`src/rtl/srr_pkg.sv`:
```
// Shared constants, types and helpers for the stepper ramp reversal controller.
// No dependencies; imported by the interfaces and every module of the block.
`timescale 1ns / 1ps

package srr_pkg;

    localparam int DELAY_WIDTH    = 16;
    localparam int PRESCALE_WIDTH = 8;
    localparam int CFG_DATA_W     = (DELAY_WIDTH > PRESCALE_WIDTH) ? DELAY_WIDTH
                                                                   : PRESCALE_WIDTH;
    localparam int CFG_IDX_W      = 3;

    typedef logic [1:0]                t_dir;
    typedef logic [DELAY_WIDTH-1:0]    t_delay;
    typedef logic [PRESCALE_WIDTH-1:0] t_presc;
    typedef logic [CFG_IDX_W-1:0]      t_cfg_idx;
    typedef logic [CFG_DATA_W-1:0]     t_cfg_data;

    localparam t_dir DIR_STOP = 2'd0;
    localparam t_dir DIR_FWD  = 2'd1;
    localparam t_dir DIR_BWD  = 2'd2;
    localparam t_dir DIR_BAD  = 2'd3;

    localparam t_cfg_idx REG_CEIL_DELAY     = 3'd0;
    localparam t_cfg_idx REG_CRUISE_DELAY   = 3'd1;
    localparam t_cfg_idx REG_ACCEL_STEP     = 3'd2;
    localparam t_cfg_idx REG_DIVIDE_STEP    = 3'd3;
    localparam t_cfg_idx REG_REVERSE_WIRING = 3'd4;

    localparam t_delay RST_CEIL_DELAY    = t_delay'(2000);
    localparam t_delay RST_CRUISE_DELAY  = t_delay'(500);
    localparam t_delay RST_ACCEL_STEP    = t_delay'(10);
    localparam t_presc RST_DIVIDE_STEP   = t_presc'(3);

    typedef struct packed {
        t_delay ceil_delay;
        t_delay cruise_delay;
        t_delay accel_step;
        t_presc divide_step;
        logic   reverse_wiring;
    } t_ramp_cfg;

    typedef struct packed {
        t_dir   direction;
        t_delay half_period;
        t_presc prescale;
        logic   pin;
    } t_ramp_state;

    // Pin level for a motion code; stop drives low.
    function automatic logic dir_pin(input t_dir dir, input logic rev);
        logic lvl;
        lvl = 1'b0;
        if (dir == DIR_FWD) begin
            lvl = ~rev;
        end else if (dir == DIR_BWD) begin
            lvl = rev;
        end
        return lvl;
    endfunction

endpackage

```
`src/rtl/srr_in_if.sv`:
```
// Input channel of the ramp controller: valid/ready and the wanted direction.
// Depends on srr_pkg.
`timescale 1ns / 1ps

interface srr_in_if;
    import srr_pkg::*;

    logic valid;
    logic ready;
    t_dir wanted_direction;

    modport source (output valid, output wanted_direction, input ready);
    modport sink   (input valid, input wanted_direction, output ready);
endinterface

```
`src/rtl/srr_out_if.sv`:
```
// Result channel of the ramp controller: valid/ready and the step result fields.
// Depends on srr_pkg.
`timescale 1ns / 1ps

interface srr_out_if;
    import srr_pkg::*;

    logic   valid;
    logic   ready;
    logic   step_pulse;
    t_delay half_period_us;
    logic   direction_level;
    t_dir   running_direction;

    modport source (output valid, output step_pulse, output half_period_us,
                    output direction_level, output running_direction, input ready);
    modport sink   (input valid, input step_pulse, input half_period_us,
                    input direction_level, input running_direction, output ready);
endinterface

```
`src/rtl/srr_ramp_core.sv`:
```
// Next-state logic of the ramp: prescaler, half-period clamp and reversal.
// Depends on srr_pkg; purely combinational.
`timescale 1ns / 1ps

module srr_ramp_core (
    input  srr_pkg::t_ramp_state i_state,
    input  srr_pkg::t_ramp_cfg   i_cfg,
    input  srr_pkg::t_dir        i_wanted,
    output srr_pkg::t_ramp_state o_state,
    output logic                 o_pulse
);
    import srr_pkg::*;

    localparam int VW = DELAY_WIDTH + 2;

    t_dir                 wanted;
    t_dir                 dir_run;
    logic                 pin_run;
    logic                 reversing;
    logic                 ramp_down;
    t_presc               presc_inc;
    logic                 due;
    t_delay               adj;
    logic signed [VW-1:0] v;
    logic signed [VW-1:0] lo;
    logic signed [VW-1:0] hi;
    t_delay               clamped;

    always_comb begin
        wanted    = (i_wanted == DIR_BAD) ? DIR_STOP : i_wanted;
        dir_run   = (i_state.direction == DIR_STOP) ? wanted : i_state.direction;
        pin_run   = (i_state.direction == DIR_STOP) ? dir_pin(wanted, i_cfg.reverse_wiring)
                                                    : i_state.pin;
        reversing = (dir_run != wanted);
        ramp_down = !reversing && (i_state.half_period != i_cfg.cruise_delay);

        presc_inc = i_state.prescale + t_presc'(1);
        due       = (presc_inc == i_cfg.divide_step);
        adj       = due ? i_cfg.accel_step : '0;

        if (reversing) begin
            v = $signed({2'b00, i_state.half_period}) + $signed({2'b00, adj});
        end else begin
            v = $signed({2'b00, i_state.half_period}) - $signed({2'b00, adj});
        end
        lo = $signed({2'b00, i_cfg.cruise_delay});
        hi = $signed({2'b00, i_cfg.ceil_delay});

        // Floor first: with an inverted window, values below the cruise delay take it, all others the ceiling.
        if (v < lo) begin
            clamped = i_cfg.cruise_delay;
        end else if (v > hi) begin
            clamped = i_cfg.ceil_delay;
        end else begin
            clamped = v[DELAY_WIDTH-1:0];
        end

        o_state = i_state;
        o_pulse = 1'b0;
        if (!(i_state.direction == DIR_STOP && wanted == DIR_STOP)) begin
            o_pulse           = 1'b1;
            o_state.direction = dir_run;
            o_state.pin       = pin_run;
            if (reversing || ramp_down) begin
                o_state.prescale    = due ? '0 : presc_inc;
                o_state.half_period = clamped;
            end
            if (reversing && clamped == i_cfg.ceil_delay) begin
                o_state.direction = wanted;
                o_state.pin       = dir_pin(wanted, i_cfg.reverse_wiring);
            end
        end
    end

endmodule

```
`src/rtl/stepper_ramp_reversal_controller_unit.sv`:
```
// Top level of the stepper ramp reversal controller: config registers, ramp
// state and result register. Depends on srr_pkg, srr_in_if, srr_out_if, srr_ramp_core.
`timescale 1ns / 1ps

// Use of the block
// - i_in carries one step tick per item with the wanted motion
//   (stop, forward, backward; the unused code counts as stop).
// - o_out returns exactly one result item per tick: step pulse flag,
//   half-period in microseconds, direction pin level and running motion.
// - i_cfg_we/i_cfg_index/i_cfg_data write the five ramp registers; write
//   them only while no tick is in flight. Unknown indexes are ignored.
// Timing and throughput
// - A result is registered and appears the cycle after its tick is accepted; one tick
//   per cycle is sustained unless the receiver stalls, set by the ramp state loop.
// Reset
// - Synchronous, active low: registers take their defaults, motion is stop,
//   half-period equals the default ceiling delay, prescaler and pin clear,
//   the result register empties.
// Stall
// - The result register is held while the receiver stalls; a new tick is
//   taken in the same cycle the held result leaves, so nothing is lost.

module stepper_ramp_reversal_controller_unit (
    input  logic                i_clk,
    input  logic                i_rst_n,
    srr_in_if.sink              i_in,
    srr_out_if.source           o_out,
    input  logic                i_cfg_we,
    input  srr_pkg::t_cfg_idx   i_cfg_index,
    input  srr_pkg::t_cfg_data  i_cfg_data
);
    import srr_pkg::*;

    t_ramp_cfg   r_cfg;
    t_ramp_state r_state;
    t_ramp_state n_state;
    logic        n_pulse;
    logic        accept;

    logic        r_out_valid;
    logic        r_out_pulse;
    t_delay      r_out_half;
    logic        r_out_pin;
    t_dir        r_out_dir;

    // Take a tick when the result slot is free or is being emptied now.
    assign i_in.ready = !r_out_valid || o_out.ready;
    assign accept     = i_in.valid && i_in.ready;

    srr_ramp_core u_core (
        .i_state  (r_state),
        .i_cfg    (r_cfg),
        .i_wanted (i_in.wanted_direction),
        .o_state  (n_state),
        .o_pulse  (n_pulse)
    );

    // Configuration registers.
    always_ff @(posedge i_clk) begin
        if (!i_rst_n) begin
            r_cfg.ceil_delay     <= RST_CEIL_DELAY;
            r_cfg.cruise_delay   <= RST_CRUISE_DELAY;
            r_cfg.accel_step     <= RST_ACCEL_STEP;
            r_cfg.divide_step    <= RST_DIVIDE_STEP;
            r_cfg.reverse_wiring <= 1'b0;
        end else if (i_cfg_we) begin
            unique case (i_cfg_index)
                REG_CEIL_DELAY:     r_cfg.ceil_delay     <= i_cfg_data[DELAY_WIDTH-1:0];
                REG_CRUISE_DELAY:   r_cfg.cruise_delay   <= i_cfg_data[DELAY_WIDTH-1:0];
                REG_ACCEL_STEP:     r_cfg.accel_step     <= i_cfg_data[DELAY_WIDTH-1:0];
                REG_DIVIDE_STEP:    r_cfg.divide_step    <= i_cfg_data[PRESCALE_WIDTH-1:0];
                REG_REVERSE_WIRING: r_cfg.reverse_wiring <= i_cfg_data[0];
                default: begin
                end
            endcase
        end
    end

    // Ramp state: advance once per accepted tick.
    always_ff @(posedge i_clk) begin
        if (!i_rst_n) begin
            r_state.direction   <= DIR_STOP;
            r_state.half_period <= RST_CEIL_DELAY;
            r_state.prescale    <= '0;
            r_state.pin         <= 1'b0;
        end else if (accept) begin
            r_state <= n_state;
        end
    end

    // Result register: load on accept, drop when taken.
    always_ff @(posedge i_clk) begin
        if (!i_rst_n) begin
            r_out_valid <= 1'b0;
        end else if (accept) begin
            r_out_valid <= 1'b1;
        end else if (o_out.ready) begin
            r_out_valid <= 1'b0;
        end
    end

    always_ff @(posedge i_clk) begin
        if (accept) begin
            r_out_pulse <= n_pulse;
            r_out_half  <= n_state.half_period;
            r_out_pin   <= n_state.pin;
            r_out_dir   <= n_state.direction;
        end
    end

    assign o_out.valid             = r_out_valid;
    assign o_out.step_pulse        = r_out_pulse;
    assign o_out.half_period_us    = r_out_half;
    assign o_out.direction_level   = r_out_pin;
    assign o_out.running_direction = r_out_dir;

endmodule

```
`src/flat_wrapper.sv`:
```
// flat-port wrapper written by rule: the top's interface ports become plain ports
module stepper_ramp_reversal_controller_unit_flat import srr_pkg::*;
  (i_clk, i_rst_n, i_cfg_we, i_cfg_index, i_cfg_data, i_in_valid, i_in_wanted_direction, i_in_ready, o_out_valid, o_out_step_pulse, o_out_half_period_us, o_out_direction_level, o_out_running_direction, o_out_ready);
  srr_in_if i_in_i ();
  srr_out_if o_out_i ();
  input  logic i_clk;
  input  logic i_rst_n;
  input  logic i_cfg_we;
  input  srr_pkg::t_cfg_idx i_cfg_index;
  input  srr_pkg::t_cfg_data i_cfg_data;
  input wire logic [$bits(i_in_i.valid)-1:0] i_in_valid;
  input wire logic [$bits(i_in_i.wanted_direction)-1:0] i_in_wanted_direction;
  output wire logic [$bits(i_in_i.ready)-1:0] i_in_ready;
  output wire logic [$bits(o_out_i.valid)-1:0] o_out_valid;
  output wire logic [$bits(o_out_i.step_pulse)-1:0] o_out_step_pulse;
  output wire logic [$bits(o_out_i.half_period_us)-1:0] o_out_half_period_us;
  output wire logic [$bits(o_out_i.direction_level)-1:0] o_out_direction_level;
  output wire logic [$bits(o_out_i.running_direction)-1:0] o_out_running_direction;
  input wire logic [$bits(o_out_i.ready)-1:0] o_out_ready;
  assign i_in_i.valid = i_in_valid;
  assign i_in_i.wanted_direction = i_in_wanted_direction;
  assign i_in_ready = i_in_i.ready;
  assign o_out_valid = o_out_i.valid;
  assign o_out_step_pulse = o_out_i.step_pulse;
  assign o_out_half_period_us = o_out_i.half_period_us;
  assign o_out_direction_level = o_out_i.direction_level;
  assign o_out_running_direction = o_out_i.running_direction;
  assign o_out_i.ready = o_out_ready;
  stepper_ramp_reversal_controller_unit u_core (.i_clk(i_clk), .i_rst_n(i_rst_n), .i_in(i_in_i), .o_out(o_out_i), .i_cfg_we(i_cfg_we), .i_cfg_index(i_cfg_index), .i_cfg_data(i_cfg_data));
endmodule
```
`config.mk`:
```
export PLATFORM = sky130hd
export DESIGN_NAME = stepper_ramp_reversal_controller_unit_flat
export DESIGN_NICKNAME = d
export VERILOG_FILES = /design/src/rtl/srr_pkg.sv /design/src/rtl/srr_in_if.sv /design/src/rtl/srr_out_if.sv /design/src/rtl/srr_ramp_core.sv /design/src/rtl/stepper_ramp_reversal_controller_unit.sv /design/src/flat_wrapper.sv
export SDC_FILE = /design/constraint.sdc
export NUM_CORES = 1
export LEC_CHECK = 0
export ABC_AREA = 1
export BUFFER_PORTS_ARGS = -buffer_cell sky130_fd_sc_hd__buf_2
export CELL_PAD_IN_SITES_DETAIL_PLACEMENT = 1
export CELL_PAD_IN_SITES_GLOBAL_PLACEMENT = 2
export CORE_MARGIN = 2
export CORE_UTILIZATION = 30
export DETAILED_ROUTE_END_ITERATION = 6
export PLACE_DENSITY = 0.77
export SLEW_MARGIN = 20
export SYNTH_ARGS = -nofsm -noshare
export SYNTH_HDL_FRONTEND = slang
export SYNTH_SLANG_ARGS = --single-unit
```
`constraint.sdc`:
```
create_clock -name i_clk -period 13.6 [get_ports i_clk]
set_input_delay 2.72 -clock i_clk [delete_from_list [all_inputs] [get_ports i_clk]]
set_output_delay 2.72 -clock i_clk [all_outputs]
set_load 0.01 [all_outputs]
```
# == Word-level counts from Yosys, hierarchy flattened ==
# Cells that the tools add are included.
# word_totals
register_bits,105
inputBits,26
out_inout_bits,22
wordCells,67
# classes
add_sub_neg,3
magnitude_cmp,2
n_eq_ne,11
muxes,17
bitwise_logic,2
reduce_logical,18
# ops
cell,count
16-bit two-way mux,3
27-bit two-way mux,1
24-bit two-way mux,1
18-bit by 17-bit > comparator with 1-bit output,1
18-bit by 17-bit less-than comparator with 1-bit output,1
18-bit two-way mux,1
16-bit by 16-bit adder with 17-bit output,1
16-bit by 16-bit subtractor with 17-bit output,1
16-bit equality test,1
16-bit != test,1
2-bit AND reduction,5
8-bit by 1-bit adder with 8-bit output (second input constant),1
8-bit equality test,1
8-bit two-way mux,1
1-bit two-way mux,7
3-bit by 2-bit equality test with 1-bit output (second input constant),2
2-bit two-way mux,3
2-bit equality test (second input constant),2
1-bit logical AND,4
2-bit zero test,2
3-bit by 1-bit equality test with 1-bit output (second input constant),1
3-bit equality test (second input constant),1
3-bit zero test,1
3-bit AND reduction,1
other kinds (6),9

# == Longest topological paths before layout ==
# depth
ltp_word,12
depth_mapped,52
mapped_depth_nobuf,51

# == Cells and area by module ==
# From an unflattened synthesis, not the netlist that was laid out.
# hier_totals
hier_cells,1343
area_unflattened_um2,8543.2
# by_module_without_submodules
mod,instances,cells_per_inst,area_each_um2,seq_area_each_um2
srr_ramp_core,1,854,4530.6,0.0
stepper_ramp_reversal_controller_unit,1,489,4012.6,2302.2

# == Worst setup path before layout ==
# No wires, ideal clock.
# synth_timing
path_type,input-to-reg
from,in i_in_wanted_direction[0]
to,"reg u_core.r_out_dir[0], in the netlist u_core.o_out.running_direction[0] (data pin)"
setup_time_ns,0.252
t_arrival_ns,6.179
t_required_ns,13.348
path_slack_ns,7.169
stages,36
n_path_buf,2
cell_sequence,inv_1 > ha_1 > nand2_1 > nand2_1 > nand2_1 > nand2_1 > clkinv_1 > clkbuf_1 > o21ai_0 > xor2_1 > inv_1 > ha_1 > nand2_1 > nor2_1 > nand3_1 > nand3_1 > nand2_1 > nand2_1 > nand2_1 > nand2_1 > nand2_1 > nand2_1 > nand2_2 > buf_2 > nand2_1 > nand2_1 > nand3_1 > nand2_1 > a21oi_1 > nand3_1 > nor2_2 > nand3_2 > nand2_1 > o21ai_1 > nand2_1 > inv_1
# synth_rtl
item,line,source
start: declaration,flat_wrapper.sv:12,input wire logic [$bits(i_in_i.wanted_direction)-1:0] i_in_wanted_direction;
end signal: assignment,stepper_ramp_reversal_controller_unit.sv:107,r_out_dir <= n_state.direction;
end: declaration,stepper_ramp_reversal_controller_unit.sv:44,t_dir r_out_dir;

==> summary.md <==
| Metric | Value |
|---|---|
| Status | `completed` |
| Die width | `between 150 and 200 microns` |
| Post-CTS sizing | `0` |
| Post-CTS Hold Buffers | `0` |
| Filler cell count in the final layout | `~3300` |
| Int Power | `0.741 mW` |
| First-pass GRT wire length | `around 44000 microns` |
| Synthesis-to-finish area growth | `11.1%` |
| Crit path DAT | `7.87 ns` |
| Remaining Overflow, GRT | `0` |
| Setup TNS Final | `0 ns` |
| Area of the multi-input gates | `4690 sq um` |
| Total power | `1.44 mW` |
| Fin Clk Skew | `between 0.015 and 0.02 ns` |
| Vias in the first global route | `7776` |
| Sequential power share | `0.272` |
| Synthesis warning total | `0` |
| Fin nets | `approximately 1300` |
| Total track usage | `0.212` |
| Clock share of power | `0.206` |
| Leakage power | `4.32 nW` |
| Hpwl dp | `21300 microns` |
| Clock slew at reported path FFs | `0.09 ns` |
| Worst Path Class, Setup | `primary input to register` |
| Sequential share of the synthesized area | `0.297` |
| Final-report setup violation count | `0` |
| CP Max Fanout | `26` |
| GP Congestion | `0.847` |
| PD cells | `approximately 170 nW/um^2` |
| Post-layout min period | `7.73 ns` |
| Clk sink count | `105` |
| Main synth FF type | `dfxtp_1` |
| Final hold vios | `0` |
| Initial antenna violation count | `0` |
| Ys async rst share | `0` |
| H-tree Lvls | `3` |
| Routed wire per std cell | `17.6 microns` |
| WL final | `27300 microns` |
| RSZ-0062 raised after global routing | `false` |
| Sw Share | `0.487` |
| Die H | `165 microns` |
| Startpoint Class | `primary input` |
| DR pass1 iterations | `4` |
| CP endpoint kind | `register` |
| DIE AREA | `27200 sq um` |
| Max incr delay on CP | `just over 0.5 ns` |
| Hold Crit Depth | `2` |
| Pin count of the biggest net entering global routing | `73` |
| Row count | `58` |
| Share of post-route cells with drive strength above 1 | `0.0904` |
| Syn_nets | `1280` |
| CP dominant cell by count | `nand2_1` |
| Via count | `7612` |
| Vias per cell | `4.92` |
| Worst Hold Class | `register to register` |
| Syn avg cell area | `6.56 sq um` |
| Synth Cell Area | `approximately 7800 sq um` |
| Port Buffers | `47` |
| Post-synth EDFFs | `20` |
| Number of I/O pins | `48` |
| Drc violations | `0` |
| Reg2Reg Depth | `47` |
| Core area | `25300 sq um` |
| Crit path max-delay cell type | `clkinv_1` |
| Comb power frac | `0.522` |
| Achievable frequency | `129 MHz` |
| Critical Path RT | `~14 ns` |
| Post-CTS Setup Bufs | `0` |
| ANT cells | `0` |
| Peak supply drop | `0.0816 mV` |
| Net Switching | `between 0.7 and 0.8 mW` |
| FF+latch area | `2300 sq um` |
| ANT nets after route | `0` |
| Initial core utilization | `0.306` |
| TritonCTS clock tree | `built` |
| Final period util | `0.568` |
| Rel. slew slack | `0.317` |
| CTS buffer count | `9` |
| DRT iter0 DRCs | `363` |
| Tightest Pin Transition | `1.02 ns` |
| Seq cells post-synth | `105` |
| Clock tree buffer depth | `2` |
| Skew-Pair Late Insertion Delay | `about 0.38 ns` |
| Max-Cap Viols | `0` |
| Post-Syn Instances | `about 1200` |
| Fin. max-slew vios | `0` |
| Root Driver | `clkbuf_16` |
| Yosys cell types | `46` |
## cell families (layout without fill, tap and decap cells)
kind of cell	Yosys count	count (layout)	share of synthesized area
buf+inv	198	231	0.0996
flops	105	105	0.297
xor+xnor	28	28	0.0316
fa+ha+maj	70	70	0.115
compound gates	224	224	0.157
simple gates	559	559	0.300
## final timing paths
path / start / end / slack (ns)
setup / recovery: i_in_wanted_direction[0] / u_core.o_out.running_direction[0]$_DFFE_PP_ / 5.87
hold / removal: u_core.r_cfg[10]$_SDFFE_PN1P_ / u_core.r_cfg[10]$_SDFFE_PN1P_ / 0.47
setup reg to reg: u_core.r_state[1]$_SDFFE_PN0P_ / u_core.o_out.running_direction[0]$_DFFE_PP_ / 6.15
hold reg to reg: u_core.r_cfg[10]$_SDFFE_PN1P_ / u_core.r_cfg[10]$_SDFFE_PN1P_ / 0.47
## final cells by class
cell class / instances / share of cell area
multi-input combinational: 881 / 0.543
clock inverter: 6 / 0.00986
clock buffer: 10 / 0.0290
tap: 330 / 0.0479
inverter: 162 / 0.0705
sequential: 105 / 0.267
timing repair buffer: 53 / 0.0325
## cell usage after synthesis, drive strengths merged, types with 2 or more instances
master | n | area (sq um)
nand2 | 346 | 1340
clkbuf | 25 | 95.1
buf | 11 | 70.1
nand3b | 2 | 15.0
fa | 2 | 40.0
a31oi | 2 | 12.5
edfxtp | 20 | 601
xor2 | 16 | 140
clkinv | 3 | 11.3
nand4 | 14 | 87.6
xnor2 | 12 | 105
o21ai | 89 | 445
o211ai | 16 | 120
nand3 | 71 | 365
ha | 68 | 851
nor2 | 108 | 420
a21oi | 103 | 527
inv | 159 | 597
o21a | 2 | 15.0
a21boi | 2 | 18.8
or2 | 6 | 37.5
o21bai | 2 | 15.0
dfxtp | 85 | 1700
a2bb2oi | 2 | 17.5
nor3 | 9 | 45.0
## critical path: cells and delay by family
| kind | cells | cell delay, ns |
|---|---|---|
| compound gates | 3 | 0.27 |
| fa+ha+maj | 2 | 0.48 |
| buf+inv | 6 | 1.09 |
| simple gates | 29 | 3.28 |
## power groups by stage
stage / combinational [mW] / sequential (mW) / clock [mW]
after floorplan: 0.541 / 0.397 / 0
after global placement: 0.744 / 0.399 / 0
after detailed placement: 0.752 / 0.400 / 0
after CTS: 0.759 / 0.393 / 0.306
after global routing: 0.870 / 0.397 / 0.319
final: 0.754 / 0.392 / 0.297
## sequential cells by signal (all words and copies together) (netlist names)
| register | count |
|---|---|
| u_core.o_out.valid | 1 |
| u_core.o_out.running_direction | 2 |
| u_core.r_state | 27 |
| u_core.o_out.step_pulse | 1 |
| u_core.r_cfg | 57 |
| u_core.o_out.half_period_us | 16 |
| u_core.o_out.direction_level | 1 |
## metrics by stage
stage	util	instances	hold WS (ns)	area [sq um]	setup WS [ns]
3_5_place_dp	0.327	1531	0.445	8290	5.47
2_1_floorplan	-	1184	0.429	7760	7.17
3_3_place_gp	0.327	1531	0.439	8290	5.66
6_report	0.341	1547	0.473	8630	5.87
5_1_grt	0.341	1547	0.497	8630	5.13
4_1_cts	0.341	1547	0.468	8630	5.85
## routing by layer
metal,part of all wire,vias to the layer above,track usage
met4,0.016,0,0.0486
met1,0.49,3624,0.287
met5,0,-,0
met2,0.47,83,0.361
met3,0.024,22,0.0269
li1,-,3883,-
## placed cells by master (no fill, tap or decap), types with 6 or more instances in the layout
cell	instances
edfxtp_1	20
nand4_1	14
buf_2	47
buf_4	6
a21oi_1	100
xor2_1	16
inv_1	150
nor2_1	102
inv_2	8
o21ai_0	83
nor2_2	6
clkbuf_16	10
xnor2_1	12
or2_2	6
dfxtp_1	85
o21ai_1	6
o211ai_1	16
nand2_2	14
nor3_1	9
ha_1	68
nand3_1	69
nand2_1	331
No activity file was read; power rests on OpenSTA's default activity.
